[config.mk]
export PLATFORM = sky130hd
export DESIGN_NAME = rotary_encoder_button_counter_unit
export DESIGN_NICKNAME = d
export VERILOG_FILES = /design/src/hw/rtl/recbc_pkg.sv /design/src/hw/rtl/rotary_encoder_button_counter_unit.sv /design/src/hw/rtl/recbc_div.sv
export SDC_FILE = /design/constraint.sdc
export NUM_CORES = 1
export LEC_CHECK = 0
export ABC_CLOCK_PERIOD_IN_PS = 13950
export BUFFER_PORTS_ARGS = -buffer_cell sky130_fd_sc_hd__buf_4
export CAP_MARGIN = 20
export CORE_MARGIN = 4
export CORE_UTILIZATION = 70
export CTS_CLUSTER_DIAMETER = 80
export CTS_CLUSTER_SIZE = 16
export DETAILED_ROUTE_END_ITERATION = 8
export GPL_TIMING_DRIVEN = 1
export PLACE_DENSITY = 0.86
export SLEW_MARGIN = 25
export SYNTH_ARGS = -nofsm -noshare
export SYNTH_HDL_FRONTEND = slang
export SYNTH_SLANG_ARGS = --single-unit
export TNS_END_PERCENT = 1
[constraint.sdc]
create_clock -name clk -period 13.95 [get_ports clk]
set_input_delay 1.395 -clock clk [delete_from_list [all_inputs] [get_ports clk]]
set_output_delay 1.395 -clock clk [all_outputs]
set_load 0.05 [all_outputs]
[src/hw/rtl/recbc_pkg.sv]
// shared types, constants and request codes for the rotary encoder counter unit
package recbc_pkg;

    localparam int COUNT_WIDTH = 16;
    localparam int TIME_WIDTH  = 32;
    localparam int STEPS_WIDTH = 16;
    localparam int SCALE_WIDTH = 8;
    localparam int DIR_WIDTH   = 2;
    localparam int MS_WIDTH    = 16;
    localparam int CFG_IDX_W   = 2;
    localparam int CFG_DATA_W  = 16;
    localparam int BIT_CNT_W   = $clog2(COUNT_WIDTH);
    localparam int EXT_W       = ((COUNT_WIDTH > STEPS_WIDTH) ? COUNT_WIDTH : STEPS_WIDTH)
                                 + SCALE_WIDTH + 1;

    localparam logic [2:0] REQ_EDGE      = 3'd0;
    localparam logic [2:0] REQ_TICK      = 3'd1;
    localparam logic [2:0] REQ_POLL      = 3'd2;
    localparam logic [2:0] REQ_READ_FREE = 3'd3;
    localparam logic [2:0] REQ_READ_HELD = 3'd4;

    localparam logic [CFG_IDX_W-1:0] CFG_SCALE     = 2'd0;
    localparam logic [CFG_IDX_W-1:0] CFG_DIRECTION = 2'd1;
    localparam logic [CFG_IDX_W-1:0] CFG_RESPONSE  = 2'd2;
    localparam logic [CFG_IDX_W-1:0] CFG_NOISE     = 2'd3;

    localparam logic [SCALE_WIDTH-1:0] SCALE_RESET    = 8'd4;
    localparam logic [DIR_WIDTH-1:0]   DIR_RESET      = 2'd1;
    localparam logic [MS_WIDTH-1:0]    RESPONSE_RESET = 16'd300;
    localparam logic [MS_WIDTH-1:0]    NOISE_RESET    = 16'd50;

    typedef struct packed {
        logic [2:0] req_type;
        logic       dt_level;
        logic       clk_level;
        logic       switch_level;
    } req_item_t;

    typedef struct packed {
        logic                          pressed;
        logic signed [STEPS_WIDTH-1:0] steps;
    } rsp_item_t;

    typedef struct packed {
        logic busy;
        logic done;
    } div_status_t;

endpackage

[src/hw/rtl/rotary_encoder_button_counter_unit.sv]
// top level: encoder counters, button debounce and step read sequencer
//
// Items arrive on the req channel (valid/ready) and carry a request code and the
// sampled dt, clk and switch line levels. Encoder edges and millisecond ticks
// update internal state and give no result. Button polls and step reads each
// give one item on the rsp channel (valid/ready).
// An edge or tick is applied in the accepting cycle. A poll goes straight to the
// output load, which puts its result into the output register. In a step read
// the accepting cycle launches the serial divider, which yields one quotient bit
// per cycle; the sequencer then sees it finish, saturates the quotient, writes
// back the remainder and loads the output.
// req_ready is low while an item is being worked on or while a finished result
// waits for a full output register to drain; a result already in the output
// register does not stop a new item from being accepted.
// When the receiver stalls the result is held in the output register unchanged.
// The cfg channel is always ready; writes are expected only while the block is
// idle. Reset restores the default register values and clears the counters,
// the millisecond clock and the press and release timestamps; no clearing pass.
module rotary_encoder_button_counter_unit (
    input  logic                              clk,
    input  logic                              rst_n,
    input  logic                              req_valid,
    output logic                              req_ready,
    input  recbc_pkg::req_item_t              req_data,
    output logic                              rsp_valid,
    input  logic                              rsp_ready,
    output recbc_pkg::rsp_item_t              rsp_data,
    input  logic                              cfg_valid,
    output logic                              cfg_ready,
    input  logic [recbc_pkg::CFG_IDX_W-1:0]   cfg_index,
    input  logic [recbc_pkg::CFG_DATA_W-1:0]  cfg_data
);
    import recbc_pkg::*;

    localparam logic [2:0] S_IDLE = 3'd0;
    localparam logic [2:0] S_DIV  = 3'd1;
    localparam logic [2:0] S_SAT  = 3'd2;
    localparam logic [2:0] S_FIX  = 3'd3;
    localparam logic [2:0] S_DONE = 3'd4;

    localparam logic signed [EXT_W-1:0] STEPS_MAX_EXT = EXT_W'(2 ** (STEPS_WIDTH - 1) - 1);
    localparam logic signed [EXT_W-1:0] STEPS_MIN_EXT = -STEPS_MAX_EXT - EXT_W'(1);
    localparam logic signed [COUNT_WIDTH+1:0] COUNT_MAX_X =
        (COUNT_WIDTH + 2)'(2 ** (COUNT_WIDTH - 1) - 1);
    localparam logic signed [COUNT_WIDTH+1:0] COUNT_MIN_X = -COUNT_MAX_X - (COUNT_WIDTH + 2)'(1);

    logic [2:0]                    state_reg, state_next;
    logic [SCALE_WIDTH-1:0]        scale_reg, scale_next;
    logic signed [DIR_WIDTH-1:0]   dir_reg, dir_next;
    logic [MS_WIDTH-1:0]           response_reg, response_next;
    logic [MS_WIDTH-1:0]           noise_reg, noise_next;
    logic [TIME_WIDTH-1:0]         ms_now_reg, ms_now_next;
    logic [TIME_WIDTH-1:0]         release_reg, release_next;
    logic [TIME_WIDTH-1:0]         press_reg, press_next;
    logic signed [COUNT_WIDTH-1:0] count_free_reg, count_free_next;
    logic signed [COUNT_WIDTH-1:0] count_held_reg, count_held_next;
    logic                          sel_held_reg, sel_held_next;
    logic                          neg_reg, neg_next;
    logic signed [STEPS_WIDTH-1:0] q_sat_reg, q_sat_next;
    rsp_item_t                     res_reg, res_next;
    logic                          rsp_valid_reg, rsp_valid_next;
    rsp_item_t                     rsp_data_reg, rsp_data_next;

    logic                          accept;
    logic                          div_start;
    logic [COUNT_WIDTH-1:0]        div_dividend;
    logic [SCALE_WIDTH-1:0]        div_eff;
    div_status_t                   div_status;
    logic [COUNT_WIDTH-1:0]        div_quotient;

    logic signed [COUNT_WIDTH-1:0] cnt_pick;
    logic signed [COUNT_WIDTH-1:0] cnt_sel;
    logic signed [COUNT_WIDTH+1:0] edge_sum;
    logic signed [COUNT_WIDTH+1:0] edge_delta;
    logic signed [COUNT_WIDTH-1:0] edge_sat;
    logic signed [COUNT_WIDTH:0]   q_signed;
    logic signed [EXT_W-1:0]       q_ext;
    logic signed [EXT_W-1:0]       rem_ext;
    logic [TIME_WIDTH-1:0]         since_press;
    logic [TIME_WIDTH-1:0]         since_release;
    logic                          press_ok;

    assign accept    = req_valid && req_ready;
    assign req_ready = (state_reg == S_IDLE);
    assign cfg_ready = 1'b1;
    assign rsp_valid = rsp_valid_reg;
    assign rsp_data  = rsp_data_reg;

    assign div_eff = (scale_reg == '0) ? SCALE_WIDTH'(1) : scale_reg;

    // counter picked by the incoming read code, and by the latched choice later on
    assign cnt_pick = (req_data.req_type == REQ_READ_HELD) ? count_held_reg : count_free_reg;
    assign cnt_sel  = sel_held_reg ? count_held_reg : count_free_reg;
    assign div_dividend = cnt_pick[COUNT_WIDTH-1] ? COUNT_WIDTH'(-cnt_pick) : cnt_pick;
    assign div_start = accept && ((req_data.req_type == REQ_READ_FREE) ||
                                  (req_data.req_type == REQ_READ_HELD));

    // encoder edge: add or subtract the direction with saturation
    always_comb
    begin
        edge_delta = (COUNT_WIDTH + 2)'(dir_reg);
        if (req_data.dt_level != req_data.clk_level)
        begin
            edge_delta = -edge_delta;
        end
        edge_sum = (req_data.switch_level ? (COUNT_WIDTH + 2)'(count_free_reg)
                                          : (COUNT_WIDTH + 2)'(count_held_reg)) + edge_delta;
        if (edge_sum > COUNT_MAX_X)
        begin
            edge_sat = COUNT_MAX_X[COUNT_WIDTH-1:0];
        end
        else if (edge_sum < COUNT_MIN_X)
        begin
            edge_sat = COUNT_MIN_X[COUNT_WIDTH-1:0];
        end
        else
        begin
            edge_sat = edge_sum[COUNT_WIDTH-1:0];
        end
    end

    assign since_press   = ms_now_reg - press_reg;
    assign since_release = ms_now_reg - release_reg;
    assign press_ok      = (since_press > TIME_WIDTH'(response_reg)) &&
                           (since_release > TIME_WIDTH'(noise_reg));

    assign q_signed = neg_reg ? -$signed({1'b0, div_quotient}) : $signed({1'b0, div_quotient});
    assign q_ext    = EXT_W'(q_signed);
    // the saturated quotient times the scale never exceeds the counter magnitude
    assign rem_ext  = EXT_W'(cnt_sel) - EXT_W'(q_sat_reg) * EXT_W'($signed({1'b0, div_eff}));

    always_comb
    begin
        state_next      = state_reg;
        scale_next      = scale_reg;
        dir_next        = dir_reg;
        response_next   = response_reg;
        noise_next      = noise_reg;
        ms_now_next     = ms_now_reg;
        release_next    = release_reg;
        press_next      = press_reg;
        count_free_next = count_free_reg;
        count_held_next = count_held_reg;
        sel_held_next   = sel_held_reg;
        neg_next        = neg_reg;
        q_sat_next      = q_sat_reg;
        res_next        = res_reg;
        rsp_valid_next  = rsp_valid_reg;
        rsp_data_next   = rsp_data_reg;

        if (rsp_valid_reg && rsp_ready)
        begin
            rsp_valid_next = 1'b0;
        end

        if (cfg_valid && cfg_ready)
        begin
            case (cfg_index)
                CFG_SCALE:     scale_next    = cfg_data[SCALE_WIDTH-1:0];
                CFG_DIRECTION: dir_next      = cfg_data[DIR_WIDTH-1:0];
                CFG_RESPONSE:  response_next = cfg_data[MS_WIDTH-1:0];
                CFG_NOISE:     noise_next    = cfg_data[MS_WIDTH-1:0];
                default:       ;
            endcase
        end

        case (state_reg)
            S_IDLE:
            begin
                if (accept)
                begin
                    case (req_data.req_type)
                        REQ_EDGE:
                        begin
                            if (req_data.switch_level)
                            begin
                                count_free_next = edge_sat;
                            end
                            else
                            begin
                                count_held_next = edge_sat;
                            end
                        end
                        REQ_TICK:
                        begin
                            ms_now_next = ms_now_reg + 1'b1;
                        end
                        REQ_POLL:
                        begin
                            res_next.pressed = 1'b0;
                            res_next.steps   = '0;
                            if (req_data.switch_level)
                            begin
                                release_next = ms_now_reg;
                            end
                            else if (press_ok)
                            begin
                                press_next       = ms_now_reg;
                                res_next.pressed = 1'b1;
                            end
                            state_next = S_DONE;
                        end
                        REQ_READ_FREE, REQ_READ_HELD:
                        begin
                            sel_held_next = (req_data.req_type == REQ_READ_HELD);
                            neg_next      = cnt_pick[COUNT_WIDTH-1];
                            state_next    = S_DIV;
                        end
                        default: ;
                    endcase
                end
            end
            S_DIV:
            begin
                if (div_status.done)
                begin
                    state_next = S_SAT;
                end
            end
            S_SAT:
            begin
                if (q_ext > STEPS_MAX_EXT)
                begin
                    q_sat_next = STEPS_MAX_EXT[STEPS_WIDTH-1:0];
                end
                else if (q_ext < STEPS_MIN_EXT)
                begin
                    q_sat_next = STEPS_MIN_EXT[STEPS_WIDTH-1:0];
                end
                else
                begin
                    q_sat_next = q_ext[STEPS_WIDTH-1:0];
                end
                state_next = S_FIX;
            end
            S_FIX:
            begin
                if (sel_held_reg)
                begin
                    count_held_next = rem_ext[COUNT_WIDTH-1:0];
                end
                else
                begin
                    count_free_next = rem_ext[COUNT_WIDTH-1:0];
                end
                res_next.pressed = 1'b0;
                res_next.steps   = q_sat_reg;
                state_next       = S_DONE;
            end
            S_DONE:
            begin
                if (!rsp_valid_reg || rsp_ready)
                begin
                    rsp_valid_next = 1'b1;
                    rsp_data_next  = res_reg;
                    state_next     = S_IDLE;
                end
            end
            default:
            begin
                state_next = S_IDLE;
            end
        endcase
    end

    always_ff @(posedge clk or negedge rst_n)
    begin
        if (!rst_n)
        begin
            state_reg      <= S_IDLE;
            scale_reg      <= SCALE_RESET;
            dir_reg        <= DIR_RESET;
            response_reg   <= RESPONSE_RESET;
            noise_reg      <= NOISE_RESET;
            ms_now_reg     <= '0;
            release_reg    <= '0;
            press_reg      <= '0;
            count_free_reg <= '0;
            count_held_reg <= '0;
            rsp_valid_reg  <= 1'b0;
        end
        else
        begin
            state_reg      <= state_next;
            scale_reg      <= scale_next;
            dir_reg        <= dir_next;
            response_reg   <= response_next;
            noise_reg      <= noise_next;
            ms_now_reg     <= ms_now_next;
            release_reg    <= release_next;
            press_reg      <= press_next;
            count_free_reg <= count_free_next;
            count_held_reg <= count_held_next;
            rsp_valid_reg  <= rsp_valid_next;
        end
    end

    always_ff @(posedge clk)
    begin
        sel_held_reg <= sel_held_next;
        neg_reg      <= neg_next;
        q_sat_reg    <= q_sat_next;
        res_reg      <= res_next;
        rsp_data_reg <= rsp_data_next;
    end

    recbc_div u_div (
        .clk      (clk),
        .rst_n    (rst_n),
        .start    (div_start),
        .dividend (div_dividend),
        .divisor  (div_eff),
        .status   (div_status),
        .quotient (div_quotient)
    );

    // divider only runs while the sequencer waits on it
    assert property (@(posedge clk) disable iff (!rst_n)
        div_status.busy |-> (state_reg == S_DIV))
        else $error("divider busy outside the divide state");

    assert property (@(posedge clk) disable iff (!rst_n)
        div_status.done |-> (state_reg == S_DIV))
        else $error("divider finished with no read in progress");

    assert property (@(posedge clk) disable iff (!rst_n)
        (rsp_valid && rsp_data.pressed) |-> (rsp_data.steps == '0))
        else $error("poll result carries a step count");

    // a reported press stamps the press time with the current millisecond
    assert property (@(posedge clk) disable iff (!rst_n)
        (accept && (req_data.req_type == REQ_POLL) && !req_data.switch_level && press_ok)
        |=> (press_reg == ms_now_reg))
        else $error("press time not updated on a reported press");

endmodule

[src/hw/rtl/recbc_div.sv]
// serial restoring divider, one quotient bit per cycle, unsigned magnitudes
module recbc_div (
    input  logic                                 clk,
    input  logic                                 rst_n,
    input  logic                                 start,
    input  logic [recbc_pkg::COUNT_WIDTH-1:0]    dividend,
    input  logic [recbc_pkg::SCALE_WIDTH-1:0]    divisor,
    output recbc_pkg::div_status_t               status,
    output logic [recbc_pkg::COUNT_WIDTH-1:0]    quotient
);
    import recbc_pkg::*;

    logic                   busy_reg, busy_next;
    logic                   done_reg, done_next;
    logic [BIT_CNT_W-1:0]   bit_cnt_reg, bit_cnt_next;
    logic [SCALE_WIDTH-1:0] rem_reg, rem_next;
    logic [COUNT_WIDTH-1:0] quo_reg, quo_next;
    logic [SCALE_WIDTH-1:0] divisor_reg, divisor_next;
    logic [SCALE_WIDTH:0]   trial;
    logic [SCALE_WIDTH:0]   diff;
    logic                   fits;

    assign trial = {rem_reg, quo_reg[COUNT_WIDTH-1]};
    assign diff  = trial - {1'b0, divisor_reg};
    assign fits  = (trial >= {1'b0, divisor_reg});

    always_comb
    begin
        busy_next    = busy_reg;
        done_next    = 1'b0;
        bit_cnt_next = bit_cnt_reg;
        rem_next     = rem_reg;
        quo_next     = quo_reg;
        divisor_next = divisor_reg;
        if (start)
        begin
            busy_next    = 1'b1;
            bit_cnt_next = BIT_CNT_W'(COUNT_WIDTH - 1);
            rem_next     = '0;
            quo_next     = dividend;
            divisor_next = divisor;
        end
        else if (busy_reg)
        begin
            // remainder stays below the divisor, so it fits the narrow register
            rem_next = fits ? diff[SCALE_WIDTH-1:0] : trial[SCALE_WIDTH-1:0];
            quo_next = {quo_reg[COUNT_WIDTH-2:0], fits};
            if (bit_cnt_reg == '0)
            begin
                busy_next = 1'b0;
                done_next = 1'b1;
            end
            else
            begin
                bit_cnt_next = bit_cnt_reg - 1'b1;
            end
        end
    end

    always_ff @(posedge clk or negedge rst_n)
    begin
        if (!rst_n)
        begin
            busy_reg    <= 1'b0;
            done_reg    <= 1'b0;
            bit_cnt_reg <= '0;
        end
        else
        begin
            busy_reg    <= busy_next;
            done_reg    <= done_next;
            bit_cnt_reg <= bit_cnt_next;
        end
    end

    always_ff @(posedge clk)
    begin
        rem_reg     <= rem_next;
        quo_reg     <= quo_next;
        divisor_reg <= divisor_next;
    end

    assign status.busy = busy_reg;
    assign status.done = done_reg;
    assign quotient    = quo_reg;

endmodule
* After elaboration in Yosys (flattened, before gate mapping)
Index checks and enable logic that the tools add are counted.
Operators by class: equality and inequality tests 23, add/sub/neg operators 10, bitwise gates (word level) 1, reduce and logical (&&, ||, !) cells 29, $lt $le $gt $ge 7, mux-type cells 45, multipliers 1
Operators with widths (count):
- 16-bit two-way mux | 16
- 32-bit by 16-bit greater-than comparator with 1-bit output | 2
- 16-bit case mux with 2 select lines | 2
- 32-bit subtractor | 2
- 17-bit two-way mux | 3
- 18-bit two-way mux | 2
- 17-bit case mux with 2 select lines | 1
- 32-bit by 1-bit adder with 32-bit output, second input constant | 1
- 18-bit adder | 1
- 18-bit by 16-bit greater-than comparator with 1-bit output, second input constant | 1
- 18-bit by 16-bit less-than comparator with 1-bit output, second input constant | 1
- 2-bit negation with 18-bit output | 1
- 17-bit by 16-bit greater-than comparator with 1-bit output, second input constant | 1
- 17-bit by 16-bit less-than comparator with 1-bit output, second input constant | 1
- 16-bit negation with 17-bit output | 1
- 16-bit by 9-bit multiplier with 16-bit output | 1
- 8-bit two-way mux | 2
- 16-bit negation | 1
- 16-bit subtractor | 1
- 3-bit case mux with 5 select lines | 1
- 5-bit AND reduction | 3
- 3-bit by 2-bit == test with 1-bit output, second input constant | 4
- 4-bit two-way mux | 3
- 2-bit AND reduction | 6
- other kinds (26) | 58
Storage, ports and cells: register bits 264, word-level logic and storage cells 140, output and inout bits 20

* Depth between registers and ports, before layout
word-level depth 10, gate-level depth with buffers 24

* Modules after synthesis
Synthesis repeated with hierarchy kept, for this count alone.
Unflattened totals: cell total of the unflattened synthesis 2421, area total of the unflattened synthesis 21832.2 sq um
By module, submodules not included:
- rotary_encoder_button_counter_unit | area an instance 19806.5 sq um, times used 1, cells an instance 2237, sequential area each 5926.9 sq um
- recbc_div | area an instance 2025.7 sq um, times used 1, cells an instance 184, sequential area each 1031.0 sq um

* Worst setup path before layout
Ideal clock, no wire load.
path type reg2reg, from reg scale_reg[2], to reg count_free_reg[15], buffers on the path 1, required time 13.825 ns, data arrival time 5.248 ns, clock period less this slack 5.373 ns, slack 8.577 ns, setup time 0.125 ns, stages on the path, launching flop included 23, cell sequence dfstp_2 clkbuf_1 nand2_1 fa_1 inv_1 ha_1 ha_1 inv_1 fa_1 inv_1 fa_1 inv_1 ha_1 or3_1 a2111oi_1 o21a_1 o31ai_1 a21oi_1 nor2b_1 o41ai_1 xnor2_1 o21ai_1 mux2_2
Between the ends: word-level cells in the longest chain between the ends 6
RTL lines:
- start, declared | line rotary_encoder_button_counter_unit.sv:48 | logic [SCALE_WIDTH-1:0] scale_reg, scale_next;
- start signal, assigned | line rotary_encoder_button_counter_unit.sv:285 | scale_reg <= scale_next;
- 8-bit zero test | line rotary_encoder_button_counter_unit.sv:89 | assign div_eff = (scale_reg == '0) ? SCALE_WIDTH'(1) : scale_reg;
- 8-bit two-way mux * | line rotary_encoder_button_counter_unit.sv:89
- 16-bit by 9-bit multiplier with 16-bit output * | line rotary_encoder_button_counter_unit.sv:130 | assign rem_ext = EXT_W'(cnt_sel) - EXT_W'(q_sat_reg) * EXT_W'($signed({1'b0, div_eff}));
- 16-bit subtractor * | line rotary_encoder_button_counter_unit.sv:130
- 16-bit two-way mux * | line rotary_encoder_button_counter_unit.sv:238 | if (sel_held_reg)
- 16-bit case mux with 2 select lines * | line rotary_encoder_button_counter_unit.sv:167 | case (state_reg)
- end signal, assigned | line rotary_encoder_button_counter_unit.sv:292 | count_free_reg <= count_free_next;
- end, declared | line rotary_encoder_button_counter_unit.sv:55 | logic signed [COUNT_WIDTH-1:0] count_free_reg, count_free_next;
Every way passes the cells marked *; elsewhere a longest branch is shown, timed or not. The select of a mux whose other input is x is not followed. A chain may end at the register's enable or synchronous reset.

* Worst setup path in the final report
from reg ms_now_reg[4], to reg press_reg[0]
Between the ends: word-level cells in the longest chain between the ends 4
RTL lines:
- start, declared | line rotary_encoder_button_counter_unit.sv:52 | logic [TIME_WIDTH-1:0] ms_now_reg, ms_now_next;
- start signal, assigned | line rotary_encoder_button_counter_unit.sv:289 | ms_now_reg <= ms_now_next;
- 32-bit subtractor (on tied branches) | line rotary_encoder_button_counter_unit.sv:122, rotary_encoder_button_counter_unit.sv:123
- 32-bit by 16-bit greater-than comparator with 1-bit output (on tied branches) | line rotary_encoder_button_counter_unit.sv:124, rotary_encoder_button_counter_unit.sv:125
- 1-bit logical AND * | line rotary_encoder_button_counter_unit.sv:124 | assign press_ok = (since_press > TIME_WIDTH'(response_reg)) &&
- 5-bit AND reduction (no line) *
- end signal, assigned | line rotary_encoder_button_counter_unit.sv:291 | press_reg <= press_next;
- end, declared | line rotary_encoder_button_counter_unit.sv:54 | logic [TIME_WIDTH-1:0] press_reg, press_next;
Every way passes the cells marked *; elsewhere a longest branch is shown, timed or not.

==> results.md <==
- Status: completed
- I/O pin cnt: 49
- Syn avg cell area: 9.504 um2
- Slew margin rel.: 30.98%
- Setup CP Type: register to register
- Fin. max-slew vios: 0
- Die span in y: 182.1 um
- Max Used Layer: met4
- Die area: 0.03315 mm2
- VDD IR max: 215.1 uV
- Fin Hold WS: 421.1 ps
- I/O Buffers: 47
- Tightest Pin Transition: 1026 ps
- Post-route cell area: 0.02244 mm2
- Die width: 182.1 um
- Register area share after synthesis: 32.80%
- Setup TNS: 0 ps
- Share of cells above drive strength 1: 12.12%
- Synth Register Bits: 264
- Drt wl/cell: 20.10 um
- Initial Utilization: 71.19%
- CTS tree: yes
- Area Overhead vs Synth: 5.763%
- RSZ-0062 raised after global routing: false
- Met2 WL post-DR: 24.41 mm
- CTS Root Cell: clkbuf_16
- Top cells by area, synth: dfrtp_1, edfxtp_1, ha_1
- Total GRT Usage: 31.82%
- Count of flip-flops with a built-in enable after synthesis: 76
- Ys async rst share: 68.18%
- DR pass1 iterations: 6
- Number of fill cells in the layout: 2089
- Final setup viols: 0
- Multi-input gate area: 0.01297 mm2
- Wire length on met3: 3.592 mm
- Slowest stage cell, crit path: a2111o_4
- # H-tree levels: 1
- Clk_skew: 13.75 ps
- Peak per-stage delay on the critical path: 570 ps
- Min cycle time layout: 6329 ps
- ANT nets after route: 0
- Crit path cell chain: ha_1, a21o_1, or3_1, o211ai_1, a21boi_0, o21a_1, o21a_1, o21ai_0, nand2b_1, a21oi_1, xnor2_1, ha_1, a211oi_1, nor2_1, a211oi_1, o22ai_1, nor4_1, nand4_1, nor4_1, o2111a_1, a2111o_4, mux2_2
- Syn_nets: 2501
- Post-CTS Setup Inserts: 0
- Non-filler instance count after layout: 2634
- Core area: 0.02980 mm2
- Vias in the first global route: 16410
- Post-DP HPWL: 40.08 mm
- Reg area: 0.006958 mm2
- Critical path endpoint category: register
- Final hold vios: 0
- First-pass GRT wire length: 86.44 mm
- Grt total ovfl: 0
- Placed Area: 0.02181 mm2
- Maxcap violations: 0
- Hold Buf Count CTS: 0
- # clock sinks: 264
- ANT cells: 0
- Antenna violations before repair: 1
- Largest net degree at the start of global routing: 116
- Routed vias: 16550
- Post-CTS resize count: 0
- YS warnings: 0
- Maximum fanout along the worst path: 32
- Routed WL: 52.95 mm
- Primary FF master, synth: dfrtp_1
- Crit share post-route: 45.37%
- Worst EP required: 14350 ps
- Maximum root-to-sink buffer count: 3
- Reg2reg path depth: 22
- Area leader, netlist: dfrtp_1
- Lkg Pwr: 10.46 nW
- Synthesized cell area: 0.02121 mm2
- Worst hold path class: register to register
- CTS Buf Count: 20
- Pwr Density: 250.6 mW/mm2
- Hold path depth: 0
- Worst-skew pair later-pin latency: 530 ps
- Detailed router's first-iteration violation count: 1450
- Worst Setup Start Kind: register
- Placed cells: 2598
- WP data arrival: 6730 ps
- Fmax: 158.0 MHz
- Top cell type's share of synthesized area: 20.17%
- FP Rows: 63
- Clock transition at path regs: 70 ps
- Post-synthesis cell type count: 93
- Synthesized instance count: 2232
- Drt via density: 6.284
- M1 WL: 23.53 mm
- Placer Congestion: 0.9708
- Layout net count: 2501
- DRC errors left: 0
-- power by group --
group          internal (mW)  total (mW)  leakage, nW  switching, mW
registers              0.974        1.13         3.14          0.158
logic                   1.67        3.93         7.05           2.26
clock network          0.281       0.563        0.277          0.283
-- metal layers --
metal,up-vias,GRT usage (%)
met3,99,4.126
met4,0,7.896
met1,8034,46.33
li1,7761,-
met2,658,51.22
met5,-,0
-- Yosys cell counts, types with 26 or more instances --
library cell / n
nand4_1: 32
mux2i_1: 39
inv_1: 253
edfxtp_1: 76
nand2_1: 193
nand3_1: 34
mux2_2: 106
o21ai_0: 130
fa_1: 78
xor2_1: 50
ha_1: 162
clkbuf_1: 51
mux2_4: 30
a21oi_1: 107
xnor2_1: 86
nor3_1: 36
dfrtp_1: 171
and2_1: 79
nand2b_1: 26
nor2_1: 105
-- cell usage in the layout (no fill, tap or decap), types with 25 or more instances in the layout --
| master | count |
|---|---|
| nand4_1 | 32 |
| fa_1 | 78 |
| and2_1 | 79 |
| a21oi_1 | 105 |
| nor2_1 | 105 |
| buf_4 | 56 |
| xor2_1 | 50 |
| mux2i_1 | 39 |
| nand3_1 | 34 |
| o21ai_0 | 129 |
| nand2b_1 | 26 |
| mux2_4 | 30 |
| nand2_1 | 193 |
| nor3_1 | 36 |
| edfxtp_1 | 76 |
| ha_1 | 162 |
| a21o_1 | 25 |
| dfrtp_1 | 171 |
| inv_1 | 253 |
| mux2_2 | 106 |
| xnor2_1 | 86 |
-- through the flow --
step	power (mW)	worst slack (ps)	util (%)
after floorplan	4.012	8577	-
after global placement	4.772	7930	73.13
after detailed placement	4.932	7760	73.19
after CTS	5.553	7706	75.14
after global routing	6.093	7272	75.30
final	5.623	7621	75.30
-- cell families after synthesis --
logic type / count (synthesis) / share of synthesized area (%)
AOI/OAI and AO/OA: 458 / 14.09
xor gates and xnor gates: 136 / 5.615
adders and majority gates: 241 / 16.96
buffers and inverters: 335 / 6.205
DFF: 264 / 32.80
muxes: 175 / 9.591
other: 1 / 0.01768
and+or+nand+nor: 622 / 14.72
-- critical path, delay by kind of cell (launching register included) --
kind / cells / cell delay [ps]
compound gates: 12 / 3190
simple gates: 6 / 1310
fa+ha+maj: 2 / 670
flops: 1 / 470
mux: 1 / 410
xor+xnor: 1 / 140
-- layout make-up --
class	count	area share, %
multi-input combinational	1633	57.83
sequential	264	31.01
inverter	254	4.250
clock buffer	33	2.543
tap	390	2.175
timing repair buffer	59	2.147
clock inverter	1	0.03904
-- path summary, 6_finish.rpt --
kind                                 end     startpoint  slack [ps]
min                          rsp_data[8]     res_reg[8]         420
max                         press_reg[0]  ms_now_reg[4]        7620
min reg2reg                  rsp_data[8]     res_reg[8]         420
max in group asynchronous   scale_reg[2]          rst_n       12130
min in group asynchronous  press_reg[25]          rst_n         760
max reg2reg                 press_reg[0]  ms_now_reg[4]        7620
No activity file was read; power rests on OpenSTA's default activity.
